[src/hw/rtl/ccs_pkg.sv]
// Shared types, constants and calendar helpers for the calendar clock.
// No dependencies; imported by ccs_conv and calendar_clock_with_epoch_sync_top.
package ccs_pkg;

    typedef enum logic [1:0] {
        OP_TICK      = 2'd0,
        OP_SET_DATE  = 2'd1,
        OP_SET_EPOCH = 2'd2,
        OP_READ      = 2'd3
    } t_opcode;

    typedef enum logic {
        ST_IDLE,
        ST_CONV
    } t_state;

    typedef enum logic [2:0] {
        PH_IDLE,
        PH_YEAR,
        PH_MONTH,
        PH_DAY,
        PH_HOUR,
        PH_MIN,
        PH_SEC,
        PH_DONE
    } t_phase;

    typedef struct packed {
        logic [11:0] year;
        logic [3:0]  month;
        logic [4:0]  day;
        logic [4:0]  hour;
        logic [5:0]  minute;
        logic [5:0]  second;
    } t_date;

    typedef struct packed {
        logic start;
        logic to_date;   // 1: epoch seconds -> date, 0: date -> epoch seconds
    } t_conv_req;

    localparam logic [11:0] EpochYear      = 12'd1970;
    localparam logic [11:0] LastSetYear    = 12'd2105;
    localparam logic [31:0] SecPerDay      = 32'd86400;
    localparam logic [31:0] SecPerHour     = 32'd3600;
    localparam logic [31:0] SecPerMin      = 32'd60;
    localparam logic [31:0] SecPerYear     = 32'd31536000;
    localparam logic [31:0] SecPerLeapYear = 32'd31622400;
    localparam logic [31:0] EpochLimit     = 32'd4291747200;  // 2106-01-01 00:00:00
    localparam logic [9:0]  TpsReset       = 10'd100;

    localparam t_date DateReset = '{year: 12'd1970, month: 4'd1, day: 5'd1,
                                    hour: 5'd0, minute: 6'd0, second: 6'd0};

    // Exact for the years the clock can hold (1970..2106): 2000 is leap, 2100 is not.
    function automatic logic is_leap(input logic [11:0] y);
        return (y[1:0] == 2'b00) && (y != 12'd2100);
    endfunction

    function automatic logic [4:0] month_len(input logic [11:0] y, input logic [3:0] m);
        logic [4:0] n;
        case (m)
            4'd2:                      n = is_leap(y) ? 5'd29 : 5'd28;
            4'd4, 4'd6, 4'd9, 4'd11:   n = 5'd30;
            default:                   n = 5'd31;
        endcase
        return n;
    endfunction

endpackage

[src/hw/rtl/ccs_conv.sv]
// Iterative date <-> epoch-seconds converter: one shared 33-bit add/subtract unit.
// Depends on ccs_pkg.
module ccs_conv (
    input  logic              i_clk,
    input  logic              i_rst_n,
    input  ccs_pkg::t_conv_req i_req,
    input  logic [31:0]       i_epoch,
    input  ccs_pkg::t_date    i_date,
    output logic              o_done,
    output logic [31:0]       o_epoch,
    output ccs_pkg::t_date    o_date
);
    import ccs_pkg::*;

    t_phase      r_phase, n_phase;
    logic        r_to_date;
    logic [31:0] r_acc;
    logic [31:0] r_ein;
    t_date       r_cnt;
    t_date       r_tgt;

    logic [31:0] step;
    logic [32:0] sum;
    logic        carry;
    logic        cont;

    // step size for the current phase
    always_comb begin
        case (r_phase)
            PH_YEAR:  step = is_leap(r_cnt.year) ? SecPerLeapYear : SecPerYear;
            PH_MONTH: step = 32'(month_len(r_cnt.year, r_cnt.month)) * SecPerDay;
            PH_DAY:   step = SecPerDay;
            PH_HOUR:  step = SecPerHour;
            PH_MIN:   step = SecPerMin;
            PH_SEC:   step = {26'd0, r_tgt.second};
            default:  step = '0;
        endcase
    end

    // shared unit: subtract in to_date mode (carry = acc >= step), add otherwise
    assign sum   = {1'b0, r_acc} + {1'b0, (r_to_date ? ~step : step)} + {32'd0, r_to_date};
    assign carry = sum[32];

    always_comb begin
        case (r_phase)
            PH_YEAR:  cont = r_to_date ? carry : (r_cnt.year < r_tgt.year);
            PH_MONTH: cont = r_to_date ? (carry && (r_cnt.month < 4'd12))
                                       : (r_cnt.month < r_tgt.month);
            PH_DAY:   cont = r_to_date ? carry : (r_cnt.day < r_tgt.day);
            PH_HOUR:  cont = r_to_date ? carry : (r_cnt.hour < r_tgt.hour);
            PH_MIN:   cont = r_to_date ? carry : (r_cnt.minute < r_tgt.minute);
            default:  cont = 1'b0;
        endcase
    end

    always_comb begin
        case (r_phase)
            PH_IDLE:  n_phase = i_req.start ? PH_YEAR : PH_IDLE;
            PH_YEAR:  n_phase = cont ? PH_YEAR  : PH_MONTH;
            PH_MONTH: n_phase = cont ? PH_MONTH : PH_DAY;
            PH_DAY:   n_phase = cont ? PH_DAY   : PH_HOUR;
            PH_HOUR:  n_phase = cont ? PH_HOUR  : PH_MIN;
            PH_MIN:   n_phase = cont ? PH_MIN   : PH_SEC;
            PH_SEC:   n_phase = PH_DONE;
            default:  n_phase = PH_IDLE;
        endcase
    end

    always_ff @(posedge i_clk) begin
        if (!i_rst_n) begin
            r_phase <= PH_IDLE;
        end else begin
            r_phase <= n_phase;
        end
    end

    always_ff @(posedge i_clk) begin
        if (i_req.start && (r_phase == PH_IDLE)) begin
            r_to_date <= i_req.to_date;
            r_acc     <= i_req.to_date ? i_epoch : 32'd0;
            r_ein     <= i_epoch;
            r_tgt     <= i_date;
            r_cnt     <= DateReset;
        end else begin
            case (r_phase)
                PH_YEAR: begin
                    if (cont) begin
                        r_acc      <= sum[31:0];
                        r_cnt.year <= r_cnt.year + 12'd1;
                    end
                end
                PH_MONTH: begin
                    if (cont) begin
                        r_acc       <= sum[31:0];
                        r_cnt.month <= r_cnt.month + 4'd1;
                    end
                end
                PH_DAY: begin
                    if (cont) begin
                        r_acc     <= sum[31:0];
                        r_cnt.day <= r_cnt.day + 5'd1;
                    end
                end
                PH_HOUR: begin
                    if (cont) begin
                        r_acc      <= sum[31:0];
                        r_cnt.hour <= r_cnt.hour + 5'd1;
                    end
                end
                PH_MIN: begin
                    if (cont) begin
                        r_acc        <= sum[31:0];
                        r_cnt.minute <= r_cnt.minute + 6'd1;
                    end
                end
                PH_SEC: begin
                    if (!r_to_date) begin
                        r_acc <= sum[31:0];
                    end
                    r_cnt.second <= r_to_date ? r_acc[5:0] : r_tgt.second;
                end
                default: begin
                end
            endcase
        end
    end

    assign o_done  = (r_phase == PH_DONE);
    // epoch -> date leaves only the remainder in the accumulator; report the input
    assign o_epoch = r_to_date ? r_ein : r_acc;
    assign o_date  = r_cnt;

    a_done_after_sec: assert property (@(posedge i_clk) disable iff (!i_rst_n)
        o_done |-> $past(r_phase == PH_SEC))
        else $error("conv done without seconds phase");

    a_start_when_idle: assert property (@(posedge i_clk) disable iff (!i_rst_n)
        i_req.start |-> (r_phase == PH_IDLE))
        else $error("conv started while busy");

    a_date_sane: assert property (@(posedge i_clk) disable iff (!i_rst_n)
        (o_done && r_to_date) |-> (r_cnt.hour < 5'd24 && r_cnt.minute < 6'd60
                                   && r_cnt.month >= 4'd1 && r_cnt.month <= 4'd12))
        else $error("conv produced out-of-range date");

endmodule

[src/hw/rtl/calendar_clock_with_epoch_sync_top.sv]
// Calendar clock top: a tick or read fills the result register in the cycle after its transfer.
// Set date / set epoch run the shared converter, which steps through years, months,
// days, hours and minutes one unit at a time; invalid sets answer like tick/read.
// The converter has a single add/subtract unit and handles one item at a time.
// Synchronous active-low reset: 1970-01-01 00:00:00, epoch 0, unsynced, 100 ticks/s.
// Depends on ccs_pkg and ccs_conv.
module calendar_clock_with_epoch_sync_top (
    input  logic        i_clk,
    input  logic        i_rst_n,
    // configuration
    input  logic        i_cfg_we,
    input  logic [9:0]  i_cfg_wdata,
    // input channel
    input  logic        i_valid,
    output logic        o_ready,
    input  logic [1:0]  i_opcode,
    input  logic [11:0] i_set_year,
    input  logic [3:0]  i_set_month,
    input  logic [4:0]  i_set_day,
    input  logic [4:0]  i_set_hour,
    input  logic [5:0]  i_set_minute,
    input  logic [5:0]  i_set_second,
    input  logic [31:0] i_epoch_in,
    // result channel
    output logic        o_valid,
    input  logic        i_ready,
    output logic [11:0] o_year_out,
    output logic [3:0]  o_month_out,
    output logic [4:0]  o_day_out,
    output logic [4:0]  o_hour_out,
    output logic [5:0]  o_minute_out,
    output logic [5:0]  o_second_out,
    output logic [9:0]  o_subtick_out,
    output logic [31:0] o_epoch_out,
    output logic        o_synced_out,
    output logic        o_error_out
);
    import ccs_pkg::*;

    t_state      r_state, n_state;
    logic [9:0]  r_tps, n_tps;
    t_date       r_cur, n_cur;
    logic [9:0]  r_sub, n_sub;
    logic [31:0] r_epoch, n_epoch;
    logic        r_synced, n_synced;

    // result register; a new transfer is taken, outside conversion, once it is free or draining
    logic        r_o_valid, n_o_valid;
    t_date       r_out_date, n_out_date;
    logic [9:0]  r_out_sub, n_out_sub;
    logic [31:0] r_out_epoch, n_out_epoch;
    logic        r_out_synced, n_out_synced;
    logic        r_out_err, n_out_err;

    logic        accept;
    t_opcode     op;
    t_date       in_date;
    logic        date_ok;
    logic        epoch_bad;
    t_conv_req   conv_req;
    logic        conv_done;
    logic [31:0] conv_epoch;
    t_date       conv_date;

    // tick path
    logic [9:0]  rate;
    logic [10:0] sub_inc;
    logic        wrap;
    logic [31:0] ep1;
    t_date       roll;

    assign op      = t_opcode'(i_opcode);
    assign accept  = i_valid && o_ready;
    assign in_date = '{year: i_set_year, month: i_set_month, day: i_set_day,
                       hour: i_set_hour, minute: i_set_minute, second: i_set_second};

    // set-date check; an out-of-range month fails the month bounds whatever month_len returns
    assign date_ok = (i_set_year >= EpochYear) && (i_set_year <= LastSetYear)
                  && (i_set_month >= 4'd1) && (i_set_month <= 4'd12)
                  && (i_set_hour < 5'd24) && (i_set_minute < 6'd60)
                  && (i_set_second < 6'd60) && (i_set_day >= 5'd1)
                  && (i_set_day <= month_len(i_set_year, i_set_month));
    // anything in 2106 or later is refused
    assign epoch_bad = (i_epoch_in >= EpochLimit);

    // ---- FSM next state ----
    always_comb begin
        case (r_state)
            ST_IDLE: n_state = conv_req.start ? ST_CONV : ST_IDLE;
            ST_CONV: n_state = conv_done ? ST_IDLE : ST_CONV;
            default: n_state = ST_IDLE;
        endcase
    end

    // ---- FSM outputs ----
    always_comb begin
        case (r_state)
            ST_IDLE: o_ready = !r_o_valid || i_ready;
            default: o_ready = 1'b0;
        endcase
        conv_req.start   = accept && (((op == OP_SET_DATE) && date_ok)
                                   || ((op == OP_SET_EPOCH) && !epoch_bad));
        conv_req.to_date = (op == OP_SET_EPOCH);
    end

    // ---- one-second carry through the calendar ----
    assign rate    = (r_tps == 10'd0) ? 10'd1 : r_tps;
    assign sub_inc = {1'b0, r_sub} + 11'd1;
    assign wrap    = (sub_inc >= {1'b0, rate});   // also catches a lowered rate
    assign ep1     = r_epoch + 32'd1;

    always_comb begin
        roll = r_cur;
        if (ep1 == 32'd0) begin
            roll = DateReset;   // epoch counter overflow restarts the calendar
        end else if (r_cur.second != 6'd59) begin
            roll.second = r_cur.second + 6'd1;
        end else begin
            roll.second = 6'd0;
            if (r_cur.minute != 6'd59) begin
                roll.minute = r_cur.minute + 6'd1;
            end else begin
                roll.minute = 6'd0;
                if (r_cur.hour != 5'd23) begin
                    roll.hour = r_cur.hour + 5'd1;
                end else begin
                    roll.hour = 5'd0;
                    if (r_cur.day < month_len(r_cur.year, r_cur.month)) begin
                        roll.day = r_cur.day + 5'd1;
                    end else begin
                        roll.day = 5'd1;
                        if (r_cur.month != 4'd12) begin
                            roll.month = r_cur.month + 4'd1;
                        end else begin
                            roll.month = 4'd1;
                            roll.year  = r_cur.year + 12'd1;
                        end
                    end
                end
            end
        end
    end

    // ---- datapath next values ----
    always_comb begin
        logic load_out;
        logic err;
        load_out     = 1'b0;
        err          = 1'b0;
        n_tps        = i_cfg_we ? i_cfg_wdata : r_tps;
        n_cur        = r_cur;
        n_sub        = r_sub;
        n_epoch      = r_epoch;
        n_synced     = r_synced;
        n_o_valid    = r_o_valid && !i_ready;
        n_out_date   = r_out_date;
        n_out_sub    = r_out_sub;
        n_out_epoch  = r_out_epoch;
        n_out_synced = r_out_synced;
        n_out_err    = r_out_err;

        if (accept) begin
            case (op)
                OP_TICK: begin
                    load_out = 1'b1;
                    if (wrap) begin
                        n_sub   = 10'd0;
                        n_cur   = roll;
                        n_epoch = ep1;
                    end else begin
                        n_sub = sub_inc[9:0];
                    end
                end
                OP_SET_DATE: begin
                    if (!date_ok) begin
                        load_out = 1'b1;
                        err      = 1'b1;
                    end
                end
                OP_SET_EPOCH: begin
                    if (epoch_bad) begin
                        load_out = 1'b1;
                        err      = 1'b1;
                    end
                end
                default: begin   // read
                    load_out = 1'b1;
                end
            endcase
        end

        if (conv_done) begin
            n_cur    = conv_date;
            n_epoch  = conv_epoch;
            n_sub    = 10'd0;
            n_synced = 1'b1;
            load_out = 1'b1;
        end

        if (load_out) begin
            n_o_valid    = 1'b1;
            n_out_date   = n_cur;
            n_out_sub    = n_sub;
            n_out_epoch  = n_epoch;
            n_out_synced = n_synced;
            n_out_err    = err;
        end
    end

    always_ff @(posedge i_clk) begin
        if (!i_rst_n) begin
            r_state   <= ST_IDLE;
            r_tps     <= TpsReset;
            r_cur     <= DateReset;
            r_sub     <= 10'd0;
            r_epoch   <= 32'd0;
            r_synced  <= 1'b0;
            r_o_valid <= 1'b0;
        end else begin
            r_state   <= n_state;
            r_tps     <= n_tps;
            r_cur     <= n_cur;
            r_sub     <= n_sub;
            r_epoch   <= n_epoch;
            r_synced  <= n_synced;
            r_o_valid <= n_o_valid;
        end
    end

    always_ff @(posedge i_clk) begin
        r_out_date   <= n_out_date;
        r_out_sub    <= n_out_sub;
        r_out_epoch  <= n_out_epoch;
        r_out_synced <= n_out_synced;
        r_out_err    <= n_out_err;
    end

    ccs_conv u_conv (
        .i_clk   (i_clk),
        .i_rst_n (i_rst_n),
        .i_req   (conv_req),
        .i_epoch (i_epoch_in),
        .i_date  (in_date),
        .o_done  (conv_done),
        .o_epoch (conv_epoch),
        .o_date  (conv_date)
    );

    assign o_valid       = r_o_valid;
    assign o_year_out    = r_out_date.year;
    assign o_month_out   = r_out_date.month;
    assign o_day_out     = r_out_date.day;
    assign o_hour_out    = r_out_date.hour;
    assign o_minute_out  = r_out_date.minute;
    assign o_second_out  = r_out_date.second;
    assign o_subtick_out = r_out_sub;
    assign o_epoch_out   = r_out_epoch;
    assign o_synced_out  = r_out_synced;
    assign o_error_out   = r_out_err;

    a_busy_not_ready: assert property (@(posedge i_clk) disable iff (!i_rst_n)
        (r_state == ST_CONV) |-> !o_ready)
        else $error("input taken during conversion");

    a_done_in_conv: assert property (@(posedge i_clk) disable iff (!i_rst_n)
        conv_done |-> (r_state == ST_CONV))
        else $error("conversion finished outside conversion state");

    a_calendar_sane: assert property (@(posedge i_clk) disable iff (!i_rst_n)
        (r_cur.month >= 4'd1) && (r_cur.month <= 4'd12) && (r_cur.hour < 5'd24)
        && (r_cur.minute < 6'd60) && (r_cur.second < 6'd60))
        else $error("calendar state out of range");

endmodule

[config.mk]
export PLATFORM = sky130hd
export DESIGN_NAME = calendar_clock_with_epoch_sync_top
export DESIGN_NICKNAME = d
export VERILOG_FILES = /design/src/hw/rtl/ccs_pkg.sv /design/src/hw/rtl/ccs_conv.sv /design/src/hw/rtl/calendar_clock_with_epoch_sync_top.sv
export SDC_FILE = /design/constraint.sdc
export NUM_CORES = 1
export LEC_CHECK = 0
export ABC_AREA = 1
export BUFFER_PORTS_ARGS = -buffer_cell sky130_fd_sc_hd__clkbuf_2
export CORE_MARGIN = 2
export CORE_UTILIZATION = 50
export CTS_BUF_LIST = sky130_fd_sc_hd__clkbuf_16
export DETAILED_ROUTE_END_ITERATION = 12
export GPL_TIMING_DRIVEN = 0
export PLACE_DENSITY = 0.69
export RECOVER_POWER = 100
export SLEW_MARGIN = 20
export SYNTH_ARGS = -nofsm -noshare
export SYNTH_HDL_FRONTEND = slang
export SYNTH_SLANG_ARGS = --single-unit
[constraint.sdc]
create_clock -name i_clk -period 6.9 [get_ports i_clk]
set_input_delay 0.345 -clock i_clk [delete_from_list [all_inputs] [get_ports i_clk]]
set_output_delay 0.345 -clock i_clk [all_outputs]
set_load 0.01 [all_outputs]
# Yosys cells after proc, flatten, opt, wreduce, memory -nomap -nowiden
# Cells that the tools add are included.
# W data, S select, Z words.
# totals
reg_bits	319
output_inout_bits	84
wordCells	218
# op_classes
add_sub_neg	15
multipliers	1
n_lt_le_gt_ge	18
n_eq_ne	33
n_mux	70
bitwise	2
n_reduce_logical	41
# op_table
operator	count
$mux W32	11
$pmux W32 S6	1
$mux W38	5
$pmux W32 S2	1
$mux W10	5
$ne A12 B12 Y1 const B	3
$mux W5	7
$add A32 B32 Y33	1
$add A33 B1 Y33	1
$add A32 B1 Y32 const B	1
$ge A32 B32 Y1 const B	1
$logic_not A32 Y1	1
$not A32 Y32	1
$mux W26	1
$add A12 B1 Y12 const B	2
$eq A4 B3 Y1 const B	6
$eq A4 B4 Y1 const B	6
$mux W21	1
$pmux W3 S7	1
$add A5 B1 Y5 const B	4
$mux W1	20
$add A6 B1 Y6 const B	3
$logic_and A1 B1 Y1	18
$mux W18	1
other kinds (49)	78

# Depth between registers and ports, before layout
# logic_depth
ltp_word	18
depth_mapped	26
depth_no_buf	26

# Hierarchy
# From an unflattened synthesis, not the netlist that was laid out.
# unflattened
hier_cells	2556
hier_area_um2	19442.4
# modules_own_cells
module	n_inst	cells_per_inst	area_each_um2
calendar_clock_with_epoch_sync_top	1	1382	10139.7
ccs_conv	1	1174	9302.7

# Least setup slack after synthesis
# Ideal clock, no wire load.
# synth_path
path_type	reg-to-reg
startpoint	reg u_conv.r_cnt (netlist bit u_conv.o_date[28])
endpoint	reg u_conv.r_acc[0], enable pin
setup_time_ns	0.422
arrival_time_ns	4.415
setup_slack_ns	2.063
stages_incl_launch_ff	23
path_cell_list	dfxtp_1 -> inv_1 -> nor3_1 -> nand4_1 -> and2_1 -> or2_2 -> nand2_1 -> inv_1 -> ha_1 -> nand2_1 -> nand2_1 -> xor2_1 -> ha_1 -> a21oi_1 -> o21ai_0 -> nand2_1 -> o211ai_1 -> a21oi_1 -> nand2_1 -> nand3_1 -> nand3_1 -> nand2_1 -> nor2_1
# synth_between
elab_chain_len	16
# synth_lines
item	line_no	source
start, declared	ccs_conv.sv:19	t_date r_cnt;
start signal, assigned	ccs_conv.sv:83	r_cnt <= DateReset;
$ne A12 B12 Y1	ccs_pkg.sv:57	return (y[1:0] == 2'b00) && (y != 12'd2100);
$logic_and A1 B1 Y1	ccs_pkg.sv:57	
$mux W1	ccs_pkg.sv:63	4'd2: n = is_leap(y) ? 5'd29 : 5'd28;
$pmux W5 S2	ccs_pkg.sv:62	case (m)
$mux W5	ccs_conv.sv:29	case (r_phase)
$mul A5 B10 Y15	ccs_conv.sv:31	PH_MONTH: step = 32'(month_len(r_cnt.year, r_cnt.month)) * SecPerDay;
$pmux W32 S6	ccs_conv.sv:29	
$not A32 Y32	ccs_conv.sv:41	assign sum = {1'b0, r_acc} + {1'b0, (r_to_date ? ~step : step)} + {32'd0, r_to_date};
$mux W32	ccs_conv.sv:41	
$add A32 B32 Y33	ccs_conv.sv:41	
$add A33 B1 Y33	ccs_conv.sv:41	
$logic_and A1 B1 Y1	ccs_conv.sv:47	PH_MONTH: cont = r_to_date ? (carry && (r_cnt.month < 4'd12))
$mux W1	ccs_conv.sv:47	
$pmux W1 S5 (*)	ccs_conv.sv:45	case (r_phase)
$ne A3 B1 Y1 (no source line) (*)	n/a	
$reduce_and A3 Y1 (no source line) (*)	n/a	
end signal, assigned	ccs_conv.sv:80	r_acc <= i_req.to_date ? i_epoch : 32'd0;
end signal, assigned	ccs_conv.sv:88	r_acc <= sum[31:0];
end signal, assigned	ccs_conv.sv:94	r_acc <= sum[31:0];
end, declared	ccs_conv.sv:17	logic [31:0] r_acc;
# Mark *: on every way between the ends. The rest lies on a longest branch, timed or not. The select of a mux whose other input is x is not followed.
# A chain may end at the register's enable or synchronous reset.

# Final worst setup path
# layout_path
startpoint	reg u_conv.r_to_date
endpoint	reg u_conv.r_cnt (netlist bit u_conv.o_date[36])
# layout_between
elab_chain_len	7
# layout_lines
item	line_no	source
start, declared	ccs_conv.sv:16	logic r_to_date;
start signal, assigned	ccs_conv.sv:79	r_to_date <= i_req.to_date;
$mux W32	ccs_conv.sv:41	
$add A32 B32 Y33	ccs_conv.sv:41	
$add A33 B1 Y33	ccs_conv.sv:41	
$logic_and A1 B1 Y1	ccs_conv.sv:47	
$mux W1	ccs_conv.sv:47	
$pmux W1 S5 (*)	ccs_conv.sv:45	
$reduce_and A2 Y1 (no source line) (*)	n/a	
# Mark *: on every way between the ends. The rest lies on a longest branch, timed or not.

==> flow_metrics.py <==
metrics = {
    "run_status": {
        "status": "finished, violations left",
        "failed_checks": "max-capacitance violations, max-slew violations",
    },
    "clock_tree": {
        "cts_root_buf": "clkbuf_16",
        "cts_inserted_buffers": 38,
        "cts_resized": 0,
        "path_clk_slew_ns": 0.06,
        "cts_buffer_depth": 3,
        "h-tree-depth": 2,
        "clock_sinks": 319,
        "ctsHoldBuffers": 39,
        "cts_tree": "built",
        "clkLatencyLatePin_ns": 0.56,
        "postCtsSetupRepairBufs": 0,
    },
    "route": {
        "wl_per_cell_um": 18.5,
        "vias": 17129,
        "first_pass_iters": 6,
        "wl_met3_mm": 5.08,
        "routed_wl_mm": 57.7,
        "drc": 0,
        "wl_met2_mm": 25.5,
        "top_layer": "met4",
        "viasPerCell": 5.50,
        "wl_met1_mm": 25.1,
        "drt-initial-drc-count": 1835,
        "ant_nets": 0,
    },
    "sta": {
        "finalSetupViolCount": 0,
        "worstMarginPinSlew_ns": 2.23,
        "setup_tns_ns": 0,
        "finClkSkew_ns": 0.0149,
        "max_freq_mhz": 168,
        "grt_setup_unrepaired": "false",
        "timing.final.crit_share_pct": 86.5,
        "fin_crit_ns": 5.97,
        "timing.slew.headroom_pct": -48.9,
        "hold_viol": 0,
        "report.final.slew_viol_count": 127,
    },
    "floorplanning": {
        "ios": 171,
        "initial_core_util_pct": 50.8,
        "die_w_um": 197,
        "dieArea_um2": 38900,
        "coreArea_um2": 36700,
        "core.rowCount": 70,
        "die_y_um": 197,
    },
    "setup_path": {
        "critPathMostFrequentCell": "nand2_1",
        "startpoint_type": "register",
        "slowest_delay_ns": 0.63,
        "crit_buf_inv": 5,
        "critPathCaptureType": "register",
        "worstPathArrival_ns": 6.37,
        "critPathSlowestCell": "clkbuf_1",
        "crit_fanout": 10,
        "cpLargestDelayFamily": "buffers and inverters",
        "reg2reg_from": "u_conv.r_to_date",
        "worstPathRequired_ns": 7.30,
        "r2r_slack_ns": 0.93,
        "rr_worst_depth": 19,
        "path_cells": "clkbuf_1 -> inv_1 -> clkbuf_1 -> clkbuf_1 -> xor2_1 -> fa_1 -> nand2_1 -> a21oi_1 -> nand2_1 -> nand2_1 -> nand2_1 -> o21ai_0 -> nand2_1 -> nand3_1 -> nand3_1 -> inv_1 -> nand2_1 -> o21ai_0 -> nand3_1",
        "worstSetupPathType": "register to register",
        "worstReg2RegEnd": "u_conv.o_date[36]",
    },
    "power": {
        "clkPwrFrac_pct": 30.6,
        "switching_share_pct": 35.0,
        "intPower_mw": 4.24,
        "p_switching_mw": 2.28,
        "p_per_area_nw_per_um2": 303,
        "p_comb_share_pct": 30.7,
        "ir_drop_v": 0.000225,
        "seqPwrFrac_pct": 38.7,
        "finalPower_mw": 6.52,
        "p_leak_nw": 9.39,
    },
    "logic_synthesis": {
        "ys_seq_area_share_pct": 44.2,
        "async_flop_share_pct": 0,
        "postSynthNetCount": 2559,
        "syn_area_per_cell_um2": 7.87,
        "netlist_instances": 2370,
        "synth-edff-count": 185,
        "yosys_warnings": 0,
        "ys_ff_latch": 319,
        "ys.flop_type": "edfxtp_1",
        "syn-cell-area_um2": 18700,
        "post_synth_num_cell_types": 56,
    },
    "global_route": {
        "track_usage_pct": 29.7,
        "antenna_found_initial": 0,
        "overflow": 0,
        "grt_pass1_vias": 16178,
        "grt_max_degree": 43,
        "grt_pass1_wl_mm": 88.7,
    },
    "min_path": {
        "hold-path-cell-count": 3,
        "hold_end": "r_tps[0]",
        "worstHoldPathType": "primary input to register",
        "hp-start": "i_cfg_wdata[0]",
    },
    "cells_and_area": {
        "nNetsFinal": 2810,
        "diodes": 0,
        "drive_gt1_share_pct": 4.95,
        "layout_common_cells": "nand2_1, inv_1, nor2_1",
        "area_growth_pct": 15.2,
        "final_common_cell": "nand2_1",
    },
    "placed_design": {
        "gp_congestion": 0.986,
        "portBuffers": 169,
        "hpwl_mm": 45.1,
    },
    "flow_run": {
        "maxCapViolations": 3,
    },
}
worst max path at each step:
stage	startpoint	end	slack, ns	cells after the start
2_1_floorplan	u_conv.o_date[28]	u_conv.r_acc[0]	2.06	22
5_1_grt	u_conv.r_to_date	u_conv.o_date[36]	0.60	19
3_3_place_gp	u_conv.r_to_date	u_conv.r_acc[30]	0.11	18
4_1_cts	u_conv.r_to_date	u_conv.r_acc[26]	1.49	19
6_report	u_conv.r_to_date	u_conv.o_date[36]	0.93	19
3_5_place_dp	u_conv.r_to_date	u_conv.r_acc[26]	1.51	19
worst register-to-register path: stages, from the launching register on:
cell      delay (ns)
edfxtp_1        0.62
clkbuf_1        0.40
inv_1           0.39
clkbuf_1        0.55
clkbuf_1        0.63
xor2_1          0.30
fa_1            0.24
nand2_1         0.08
a21oi_1         0.29
nand2_1         0.11
nand2_1         0.15
nand2_1         0.10
o21ai_0         0.41
nand2_1         0.20
nand3_1         0.26
nand3_1         0.33
inv_1           0.34
nand2_1         0.15
o21ai_0         0.18
nand3_1         0.09
logic make-up after synthesis:
| group | share of synthesized area, % |
|---|---|
| and+or+nand+nor | 24.4 |
| AOI/OAI and AO/OA | 12.2 |
| buffers and inverters | 8.10 |
| DFF | 44.2 |
| adders and majority gates | 6.88 |
| xor gates and xnor gates | 4.23 |
cell type report:
class	instances	area (µm²)
Timing Repair Buffer	211	1110
Inverter	335	1260
Fill cell	3408	15200
Buffer	59	231
Sequential cell	319	8240
Multi-Input combinational cell	1657	8840
Tap cell	468	586
Clock inverter	29	254
Clock buffer	39	976
power by group through the flow:
stage	Combinational (mW)	Sequential (mW)	Clock [mW]
2_1_floorplan	1.42	2.47	0
3_3_place_gp	1.90	2.56	0
3_5_place_dp	1.98	2.55	0
4_1_cts	2.01	2.51	2.02
5_1_grt	2.26	2.53	2.09
6_report	2.00	2.52	1.99
metal layers:
metal	up-vias	GRT usage, %
met1	7887	41.5
met5	-	0
met3	108	4.46
met2	776	47.7
met4	0	9.44
li1	8358	-
sequential cells by signal, summed over array words and instances, names as in the netlist, 4 cells and up:
| register | count |
|---|---|
| o_day_out | 5 |
| o_epoch_out | 32 |
| o_hour_out | 5 |
| o_minute_out | 6 |
| o_month_out | 4 |
| o_second_out | 6 |
| o_subtick_out | 10 |
| o_year_out | 12 |
| r_cur | 38 |
| r_epoch | 32 |
| r_sub | 10 |
| r_tps | 10 |
| u_conv.o_date | 38 |
| u_conv.r_acc | 32 |
| u_conv.r_ein | 32 |
| u_conv.r_tgt | 38 |
metrics by stage:
step / util (%) / cells / setup WS [ns] / hold slack [ns] / cell area, µm²
6_report: 58.6 / 3117 / 0.931 / 0.0281 / 21500
5_1_grt: 58.6 / 3117 / 0.596 / 0.0394 / 21500
4_1_cts: 59.4 / 3117 / 1.49 / 0.000229 / 21800
3_5_place_dp: 55.0 / 3010 / 1.51 / 0.448 / 20200
3_3_place_gp: 54.7 / 3007 / 0.112 / 0.444 / 20100
2_1_floorplan: - / 2370 / 2.06 / 0.436 / 18700
Yosys cell counts, types with 11 or more instances:
master | instances | area [µm²]
nand3_1 | 120 | 601
clkbuf_1 | 36 | 135
nor2_1 | 219 | 822
o211ai_1 | 12 | 90.1
nand2_1 | 576 | 2160
dfxtp_1 | 134 | 2680
xor2_1 | 64 | 561
nor3_1 | 41 | 205
a221o_1 | 11 | 110
o21ai_0 | 136 | 681
a21oi_1 | 170 | 851
nand3b_1 | 11 | 82.6
xnor2_1 | 26 | 228
inv_1 | 324 | 1220
o21ai_2 | 11 | 96.3
o22ai_1 | 15 | 93.8
edfxtp_1 | 185 | 5560
ha_1 | 101 | 1260
nand4_1 | 40 | 250
(Power assumes the default switching activity.)
